$ cat config.mk
export PLATFORM = sky130hd
export DESIGN_NAME = periodic_task_scheduler_table
export DESIGN_NICKNAME = d
export VERILOG_FILES = /design/src/pst_pkg.sv /design/src/periodic_task_scheduler_table.sv /design/src/pst_datapath.sv /design/src/pst_ctrl.sv
export SDC_FILE = /design/constraint.sdc
export NUM_CORES = 2
export LEC_CHECK = 0
export BUFFER_PORTS_ARGS = -buffer_cell sky130_fd_sc_hd__buf_4
export CAP_MARGIN = 20
export CORE_ASPECT_RATIO = 0.7
export CORE_MARGIN = 2
export CORE_UTILIZATION = 40
export DETAILED_ROUTE_END_ITERATION = 12
export PLACE_DENSITY = 0.6
export SETUP_SLACK_MARGIN = 0.05
export SLEW_MARGIN = 20
export SYNTH_ARGS = -nofsm -noshare
export SYNTH_HDL_FRONTEND = slang
export SYNTH_SLANG_ARGS = --single-unit
$ cat constraint.sdc
create_clock -name clk_i -period 14.63 [get_ports clk_i]
set_input_delay 0.7315 -clock clk_i [delete_from_list [all_inputs] [get_ports clk_i]]
set_output_delay 0.7315 -clock clk_i [all_outputs]
set_load 0.01 [all_outputs]
$ cat src/pst_pkg.sv
// Shared types and codes of the periodic task scheduler table.
`timescale 1ns / 1ps

package pst_pkg;

  typedef enum logic [1:0] {
    MODE_CREATE = 2'd0,
    MODE_DELETE = 2'd1,
    MODE_DELAY  = 2'd2,
    MODE_RUN    = 2'd3
  } mode_e;

  typedef enum logic [2:0] {
    WR_NONE,
    WR_DELAY,
    WR_FIRE,
    WR_SHIFT,
    WR_APPEND
  } wr_sel_e;

  typedef enum logic [1:0] {
    OUT_NONE,
    OUT_PEND,
    OUT_FINAL
  } out_sel_e;

  typedef struct packed {
    logic [7:0]  id;
    logic [31:0] interval;
    logic [31:0] last_run;
    logic [31:0] delay_until;
  } entry_t;

  typedef struct packed {
    logic     latch;
    logic     rd_en;
    logic     rd_next;
    wr_sel_e  wr_sel;
    logic     idx_inc;
    logic     cnt_inc;
    logic     cnt_dec;
    logic     ok_set;
    logic     pend_set;
    out_sel_e out_sel;
  } pst_cmd_t;

  typedef struct packed {
    mode_e mode;
    logic  create_bad;
    logic  cnt_zero;
    logic  match;
    logic  due;
    logic  last_idx;
    logic  next_last;
    logic  pend_vld;
    logic  out_free;
  } pst_stat_t;

endpackage

$ cat src/periodic_task_scheduler_table.sv
// Periodic task scheduler table with one table read port: each table entry visited is read, then evaluated.
// Create, delay and delete search the live entries; delete then shifts the later entries down one slot.
// Run visits every live entry and also holds while a pending report cannot be pushed out; every mode
// holds its final result while the result side stalls. One item is in work at a time; the next can be
// taken in the cycle after the final result is loaded. Reset clears the entry count, the controller
// and the result valid; table contents are not cleared and are only read below the count.
`timescale 1ns / 1ps

module periodic_task_scheduler_table #(
  parameter int TABLE_DEPTH = 16
) (
  input  logic              clk_i,
  input  logic              rst_ni,
  input  logic              in_valid_i,
  output logic              in_stall_o,
  input  logic [1:0]        mode_i,
  input  logic signed [7:0] task_id_i,
  input  logic [31:0]       interval_ms_i,
  input  logic [31:0]       delay_ms_i,
  input  logic [31:0]       now_ms_i,
  output logic              out_valid_o,
  input  logic              out_stall_i,
  output logic              status_ok_o,
  output logic              fired_o,
  output logic signed [7:0] fired_id_o,
  output logic              last_o
);
  import pst_pkg::*;

  pst_cmd_t  cmd;
  pst_stat_t stat;

  pst_ctrl u_ctrl (
    .clk_i      (clk_i),
    .rst_ni     (rst_ni),
    .in_valid_i (in_valid_i),
    .in_stall_o (in_stall_o),
    .stat_i     (stat),
    .cmd_o      (cmd)
  );

  pst_datapath #(
    .TABLE_DEPTH (TABLE_DEPTH)
  ) u_datapath (
    .clk_i         (clk_i),
    .rst_ni        (rst_ni),
    .cmd_i         (cmd),
    .stat_o        (stat),
    .mode_i        (mode_i),
    .task_id_i     (task_id_i),
    .interval_ms_i (interval_ms_i),
    .delay_ms_i    (delay_ms_i),
    .now_ms_i      (now_ms_i),
    .out_stall_i   (out_stall_i),
    .out_valid_o   (out_valid_o),
    .status_ok_o   (status_ok_o),
    .fired_o       (fired_o),
    .fired_id_o    (fired_id_o),
    .last_o        (last_o)
  );

endmodule

$ cat src/pst_datapath.sv
// Datapath: task table memory, entry count, walk index and result register.
`timescale 1ns / 1ps

module pst_datapath #(
  parameter int TABLE_DEPTH = 16
) (
  input  logic               clk_i,
  input  logic               rst_ni,
  input  pst_pkg::pst_cmd_t  cmd_i,
  output pst_pkg::pst_stat_t stat_o,
  input  logic [1:0]         mode_i,
  input  logic signed [7:0]  task_id_i,
  input  logic [31:0]        interval_ms_i,
  input  logic [31:0]        delay_ms_i,
  input  logic [31:0]        now_ms_i,
  input  logic               out_stall_i,
  output logic               out_valid_o,
  output logic               status_ok_o,
  output logic               fired_o,
  output logic signed [7:0]  fired_id_o,
  output logic               last_o
);
  import pst_pkg::*;

  localparam int CNT_W = $clog2(TABLE_DEPTH + 1);
  localparam int IDX_W = (TABLE_DEPTH > 1) ? $clog2(TABLE_DEPTH) : 1;

  entry_t mem_q [TABLE_DEPTH];
  entry_t rd_q;

  mode_e       mode_q;
  logic [7:0]  id_q;
  logic [31:0] interval_q;
  logic [31:0] delay_q;
  logic [31:0] now_q;

  logic [CNT_W-1:0] idx_q, idx_d;
  logic [CNT_W-1:0] count_q, count_d;
  logic             pend_vld_q, pend_vld_d;
  logic [7:0]       pend_id_q;
  logic             ok_q, ok_d;
  logic             out_valid_q, out_valid_d;
  logic             status_ok_q, fired_q, last_q;
  logic [7:0]       fired_id_q;

  logic [CNT_W-1:0] idx_nxt;
  logic [CNT_W:0]   idx_nxt2;
  logic [IDX_W-1:0] rd_addr, wr_addr;
  logic             wr_en;
  entry_t           wr_data;
  logic [31:0]      elapsed;
  logic             out_free;

  assign idx_nxt  = idx_q + 1'b1;
  assign idx_nxt2 = {1'b0, idx_q} + (CNT_W + 1)'(2);
  assign rd_addr  = cmd_i.rd_next ? idx_nxt[IDX_W-1:0] : idx_q[IDX_W-1:0];
  assign elapsed  = now_q - rd_q.last_run;
  assign out_free = !out_valid_q || !out_stall_i;

  // Build the word written back to the table.
  always_comb begin
    wr_en   = 1'b1;
    wr_addr = idx_q[IDX_W-1:0];
    wr_data = rd_q;
    unique case (cmd_i.wr_sel)
      WR_NONE:  wr_en = 1'b0;
      WR_DELAY: wr_data.delay_until = now_q + delay_q;
      WR_FIRE:  wr_data.last_run = now_q;
      WR_SHIFT: wr_data = rd_q;
      WR_APPEND: begin
        wr_addr             = count_q[IDX_W-1:0];
        wr_data.id          = id_q;
        wr_data.interval    = interval_q;
        wr_data.last_run    = now_q;
        wr_data.delay_until = '0;
      end
      default: wr_en = 1'b0;
    endcase
  end

  always_ff @(posedge clk_i) begin
    if (wr_en) begin
      mem_q[wr_addr] <= wr_data;
    end
    if (cmd_i.rd_en) begin
      rd_q <= mem_q[rd_addr];
    end
  end

  always_ff @(posedge clk_i) begin
    if (cmd_i.latch) begin
      mode_q     <= mode_e'(mode_i);
      id_q       <= task_id_i;
      interval_q <= interval_ms_i;
      delay_q    <= delay_ms_i;
      now_q      <= now_ms_i;
    end
    if (cmd_i.pend_set) begin
      pend_id_q <= rd_q.id;
    end
  end

  always_comb begin
    idx_d      = idx_q;
    count_d    = count_q;
    pend_vld_d = pend_vld_q;
    ok_d       = ok_q;
    if (cmd_i.latch) begin
      idx_d      = '0;
      pend_vld_d = 1'b0;
      ok_d       = 1'b0;
    end
    if (cmd_i.idx_inc)  idx_d = idx_nxt;
    if (cmd_i.cnt_inc)  count_d = count_q + 1'b1;
    if (cmd_i.cnt_dec)  count_d = count_q - 1'b1;
    if (cmd_i.ok_set)   ok_d = 1'b1;
    if (cmd_i.pend_set) pend_vld_d = 1'b1;
  end

  // Result register: drop on transfer, load when the controller emits.
  always_comb begin
    out_valid_d = out_valid_q && out_stall_i;
    if (cmd_i.out_sel != OUT_NONE) begin
      out_valid_d = 1'b1;
    end
  end

  always_ff @(posedge clk_i) begin
    unique case (cmd_i.out_sel)
      OUT_NONE: ;
      OUT_PEND: begin
        status_ok_q <= 1'b1;
        fired_q     <= 1'b1;
        fired_id_q  <= pend_id_q;
        last_q      <= 1'b0;
      end
      OUT_FINAL: begin
        last_q <= 1'b1;
        if (mode_q == MODE_RUN && pend_vld_q) begin
          status_ok_q <= 1'b1;
          fired_q     <= 1'b1;
          fired_id_q  <= pend_id_q;
        end else begin
          status_ok_q <= (mode_q == MODE_RUN) ? 1'b0 : ok_q;
          fired_q     <= 1'b0;
          fired_id_q  <= '0;
        end
      end
      default: ;
    endcase
  end

  always_ff @(posedge clk_i or negedge rst_ni) begin
    if (!rst_ni) begin
      idx_q       <= '0;
      count_q     <= '0;
      pend_vld_q  <= 1'b0;
      ok_q        <= 1'b0;
      out_valid_q <= 1'b0;
    end else begin
      idx_q       <= idx_d;
      count_q     <= count_d;
      pend_vld_q  <= pend_vld_d;
      ok_q        <= ok_d;
      out_valid_q <= out_valid_d;
    end
  end

  always_comb begin
    stat_o.mode       = mode_q;
    stat_o.create_bad = id_q[7] || (interval_q == '0) ||
                        (count_q == CNT_W'(TABLE_DEPTH));
    stat_o.cnt_zero   = (count_q == '0);
    stat_o.match      = (rd_q.id == id_q);
    stat_o.due        = !(now_q < rd_q.delay_until) && (elapsed >= rd_q.interval);
    stat_o.last_idx   = (idx_nxt == count_q);
    stat_o.next_last  = (idx_nxt2 == {1'b0, count_q});
    stat_o.pend_vld   = pend_vld_q;
    stat_o.out_free   = out_free;
  end

  assign out_valid_o = out_valid_q;
  assign status_ok_o = status_ok_q;
  assign fired_o     = fired_q;
  assign fired_id_o  = fired_id_q;
  assign last_o      = last_q;

endmodule

$ cat src/pst_ctrl.sv
// Controller state machine that sequences table searches, shifts and scans.
`timescale 1ns / 1ps

module pst_ctrl (
  input  logic               clk_i,
  input  logic               rst_ni,
  input  logic               in_valid_i,
  output logic               in_stall_o,
  input  pst_pkg::pst_stat_t stat_i,
  output pst_pkg::pst_cmd_t  cmd_o
);
  import pst_pkg::*;

  typedef enum logic [8:0] {
    S_IDLE   = 9'b000000001,
    S_START  = 9'b000000010,
    S_READ   = 9'b000000100,
    S_EVAL   = 9'b000001000,
    S_SHRD   = 9'b000010000,
    S_SHWR   = 9'b000100000,
    S_DROP   = 9'b001000000,
    S_APPEND = 9'b010000000,
    S_FINAL  = 9'b100000000
  } state_e;

  state_e state_q, state_d;

  assign in_stall_o = (state_q != S_IDLE);

  always_comb begin
    state_d = state_q;
    cmd_o   = '0;
    unique case (state_q)
      S_IDLE: begin
        if (in_valid_i) begin
          cmd_o.latch = 1'b1;
          state_d     = S_START;
        end
      end
      S_START: begin
        priority if (stat_i.mode == MODE_CREATE && stat_i.create_bad) begin
          state_d = S_FINAL;
        end else if (stat_i.cnt_zero) begin
          state_d = (stat_i.mode == MODE_CREATE) ? S_APPEND : S_FINAL;
        end else begin
          state_d = S_READ;
        end
      end
      S_READ: begin
        cmd_o.rd_en = 1'b1;
        state_d     = S_EVAL;
      end
      S_EVAL: begin
        unique case (stat_i.mode)
          MODE_RUN: begin
            // Hold while a pending report cannot be pushed out.
            if (!(stat_i.due && stat_i.pend_vld && !stat_i.out_free)) begin
              if (stat_i.due) begin
                cmd_o.wr_sel   = WR_FIRE;
                cmd_o.pend_set = 1'b1;
                if (stat_i.pend_vld) cmd_o.out_sel = OUT_PEND;
              end
              if (stat_i.last_idx) begin
                state_d = S_FINAL;
              end else begin
                cmd_o.idx_inc = 1'b1;
                state_d       = S_READ;
              end
            end
          end
          MODE_DELETE: begin
            priority if (stat_i.match) begin
              state_d = stat_i.last_idx ? S_DROP : S_SHRD;
            end else if (stat_i.last_idx) begin
              state_d = S_FINAL;
            end else begin
              cmd_o.idx_inc = 1'b1;
              state_d       = S_READ;
            end
          end
          MODE_DELAY: begin
            priority if (stat_i.match) begin
              cmd_o.wr_sel = WR_DELAY;
              cmd_o.ok_set = 1'b1;
              state_d      = S_FINAL;
            end else if (stat_i.last_idx) begin
              state_d = S_FINAL;
            end else begin
              cmd_o.idx_inc = 1'b1;
              state_d       = S_READ;
            end
          end
          MODE_CREATE: begin
            priority if (stat_i.match) begin
              state_d = S_FINAL;
            end else if (stat_i.last_idx) begin
              state_d = S_APPEND;
            end else begin
              cmd_o.idx_inc = 1'b1;
              state_d       = S_READ;
            end
          end
          default: state_d = S_FINAL;
        endcase
      end
      S_SHRD: begin
        cmd_o.rd_en   = 1'b1;
        cmd_o.rd_next = 1'b1;
        state_d       = S_SHWR;
      end
      S_SHWR: begin
        // Copy the later entry down one slot and advance.
        cmd_o.wr_sel  = WR_SHIFT;
        cmd_o.idx_inc = 1'b1;
        state_d       = stat_i.next_last ? S_DROP : S_SHRD;
      end
      S_DROP: begin
        cmd_o.cnt_dec = 1'b1;
        cmd_o.ok_set  = 1'b1;
        state_d       = S_FINAL;
      end
      S_APPEND: begin
        cmd_o.wr_sel  = WR_APPEND;
        cmd_o.cnt_inc = 1'b1;
        cmd_o.ok_set  = 1'b1;
        state_d       = S_FINAL;
      end
      S_FINAL: begin
        if (stat_i.out_free) begin
          cmd_o.out_sel = OUT_FINAL;
          state_d       = S_IDLE;
        end
      end
      default: state_d = S_IDLE;
    endcase
  end

  always_ff @(posedge clk_i or negedge rst_ni) begin
    if (!rst_ni) begin
      state_q <= S_IDLE;
    end else begin
      state_q <= state_d;
    end
  end

endmodule
==> results.md <==
* Fillers at 17543
* CTS buffer count at approximately 180
* Horiz. Die Dim at approximately 540 um
* Pwr dens at 137.5 nW/um2
* Sequential fraction of the synthesis area at 0.7201
* Tcrit/Tclk final at 0.5762
* Port bufs at 122
* CP max-delay cell: buf_4
* Clock root cell: clkbuf_16
* Vias per std cell at 5.648
* Die span in y at 377.5 um
* Crit-path most repeated cell: buf_4
* Post-synthesis cell type count at between 60 and 70
* Pin count of the biggest net entering global routing at 179
* Actual slew at the worst max-slew pin at 1.178 ns
* EDFF count, synth at 1893
* Number of detailed-route iterations in the first pass at 8
* Antenna violations before repair at 5
* FF+latch count, synth at about 1900
* Min-Delay Path Depth at 1
* DR DRC count at 0
* Post-synthesis mux area share at 0.005274
* Largest family of logic cells by synthesized area: simple AND/OR/NAND/NOR gates
* Total negative slack at 0 ns
* Global Route Usage Sum at 0.2170
* Post-CTS setup buffer count at 0
* Max cap viols at 0
* Nets at 6488
* Crit-path max cell delay at about 0.77 ns
* Final instance area at ~90000 um2
* Crit Path Category: register to register
* Worst-Skew Late Latency at 0.85 ns
* Final WL at 223.4 mm
* Routability-driven placement congestion ratio at 0.9259
* Setup violations, final at 0
* Die area at 202900 um2
* DR vias at just over 50000
* Syn avg cell area at 12.89 um2
* CP startpoint kind: register
* Most frequent cells in the layout: edfxtp_1 (1893), nand2_1 (1788), nand3_1 (464)
* Critical path required time at 15.07 ns
* Top cell family by delay on the critical path: compound AO/OA/AOI/OAI gates
* Post-synth net total at ~6400
* Clock buffer depth at 3
* Crit path max fanout at 44
* Top FF cell, synth: edfxtp_1
* Hold Vio Cnt, Final at 0
* RR Endpoint: u_datapath.mem_q[9][38]
* Synth Area in XOR/XNOR at 0.008994
* Syn Inst Count at 6183
* Hold path start: now_ms_i[30]
* Crit-path cells: inv_1, ha_1, inv_1, fa_1, a211oi_1, o21ai_0, a31o_2, a311oi_1, o311ai_0, nand2_1, a31oi_1, a211oi_1, xnor2_1, ha_1, nand4_1, nor4_1, a32o_1, a41o_1, a41oi_4, buf_4, a211oi_4, buf_4, buf_4
* Async SR Flop Fraction at 0.01149
* Flop-to-flop setup slack at approximately 6.2 ns
* Core area at slightly below 200000 um2
* Arr. time, crit path at 8.87 ns
* Final max-slew violation count at 0
* R2R Path Start: u_datapath.now_q[0]
* F_max at between 0.1 and 0.15 GHz
* Ys Warns at 0
* Initial DRC count at 6361
* Area fraction in compound gates after synthesis at 0.07681
* Initial core utilization at 0.4012
* Syn Std Cell Area at 79710 um2
* DP Wirelength at roughly 130 mm
* Max VDD drop at 130.5 uV
* CP bufs+invs at 5
* WHS Endpoint: u_datapath.now_q[30]
* Site row count at 137
* Leakage at 31.10 nW
* Status: finished, final reports clean
* Ports at 123
* Share of layout cells above drive strength 1 at 0.09396
* # H-tree levels at 4
* Area Overhead vs Synth at 12.48%
* Simple-Gate Fraction of Synth Area at 0.1417
* Grt ovf at 0
* Most common cell after layout, fill and taps aside: edfxtp_1
* Antenna-violating nets left at 0
* Sink Count at 1915
* Post-layout minimum cycle time at 8.430 ns
* Clock skew at around 0.068 ns
* Unrepaired setup endpoints after global routing: no
* Synth Area in Adders at 0.02147
* Max_slew headroom at 0.2045
* Placed cell areas at 83860 um2
* Reg2reg path depth at 23
* First-pass GRT wire length at 327.2 mm
* Crit. End Element: register
* Clock-pin slew on the worst setup and hold paths at 0.07 ns
* WL/cell at 24.74 um
* Worst Hold Class: input pin to register
* Vias in the first global route at ~47000
* CTS tree: built
==> worst max-delay path by stage <==
stage / cells after the start / slack (ns) / startpoint / end
global route: 23 / 5.85 / u_datapath.now_q[0] / u_datapath.mem_q[9][5]
finish: 23 / 6.20 / u_datapath.now_q[0] / u_datapath.mem_q[9][38]
CTS: 23 / 6.28 / u_datapath.now_q[0] / u_datapath.mem_q[9][5]
detailed placement: 23 / 6.36 / u_datapath.now_q[0] / u_datapath.mem_q[9][40]
floorplan: 22 / 2.01 / u_datapath.now_q[0] / u_datapath.mem_q[0][0]
global placement: 23 / 6.34 / u_datapath.now_q[0] / u_datapath.mem_q[8][30]
==> metrics by stage <==
stage	setup slack (ns)	power [mW]	utilization	hold slack, ns	cells
after floorplan	2.008	7.292	-	0.4359	6183
after global placement	6.342	7.817	0.4219	0.4816	8695
after detailed placement	6.360	7.824	0.4221	0.4916	8696
after CTS	6.283	12.39	0.4509	0.005984	9026
after global routing	5.853	12.77	0.4513	0.01377	9029
final	6.200	12.33	0.4513	0.05633	9029
==> registers in the layout (all words and copies together) (netlist names) <==
name / count
u_datapath.rd_q: 104
u_datapath.id_q: 8
u_datapath.pend_id_q: 8
u_datapath.mem_q: 1664
u_datapath.delay_q: 32
u_ctrl.state_q: 9
u_datapath.pend_vld_q: 1
u_datapath.idx_q: 5
u_datapath.last_o: 1
u_datapath.interval_q: 32
u_datapath.ok_q: 1
u_datapath.out_valid_o: 1
u_datapath.status_ok_o: 1
u_datapath.count_q: 5
u_datapath.fired_id_o: 8
u_datapath.now_q: 32
u_datapath.mode_q: 2
u_datapath.fired_o: 1
==> area by class of cell <==
class	instances	area (um2)	area share
Tap cell	2641	3304	0.03686
Clock inverter	101	887.1	0.009895
Inverter	126	473.0	0.005275
Clock buffer	228	4833	0.05391
Timing Repair Buffer	259	2088	0.02329
Antenna cell	2	5.005	0.00005582
Sequential cell	1915	57400	0.6402
Multi-Input combinational cell	3757	20670	0.2305
==> per-layer routing <==
| metal | vias up | global-route usage | share of wire |
|---|---|---|---|
| li1 | 23028 | - | - |
| met1 | 25604 | 0.3296 | 0.46 |
| met2 | 2106 | 0.3190 | 0.44 |
| met3 | 259 | 0.03928 | 0.081 |
| met4 | 2 | 0.05607 | 0.025 |
| met5 | - | 0 | 0.000058 |
==> where the power goes <==
group | total (mW) | switching, mW | internal, mW
sequential | 6.28 | 0.120 | 6.16
clock | 4.59 | 2.05 | 2.54
combinational | 1.45 | 0.967 | 0.483
==> Yosys cell counts (all sizes together) (52+ instances only) <==
library cell / n / area, um2
buf: 118 / 573.1
edfxtp: 1893 / 56840
ha: 132 / 1652
a21oi: 186 / 930.9
clkbuf: 267 / 1002
and3: 212 / 1326
nand3: 464 / 2322
a31oi: 117 / 732.0
nor2: 52 / 195.2
nand2: 1788 / 6711
inv: 126 / 473.0
o21ai: 111 / 555.5
a311oi: 316 / 2768
==> kinds of logic (layout without fill, tap and decap cells) <==
kind of cell,after synthesis,after routing
other cells,0,2
xor+xnor,81,81
compound gates,874,874
flops,1915,1915
simple gates,2629,2629
buf+inv,511,714
mux,38,38
fa+ha+maj,135,135
==> what timing repair did <==
| item | in CTS | in global routing |
|---|---|---|
| resized for setup | 0 | 0 |
| endpoints found under the hold margin | 21 | 0 |
| hold buffers | 1 | 0 |
Power figures use the tool's default switching activity.
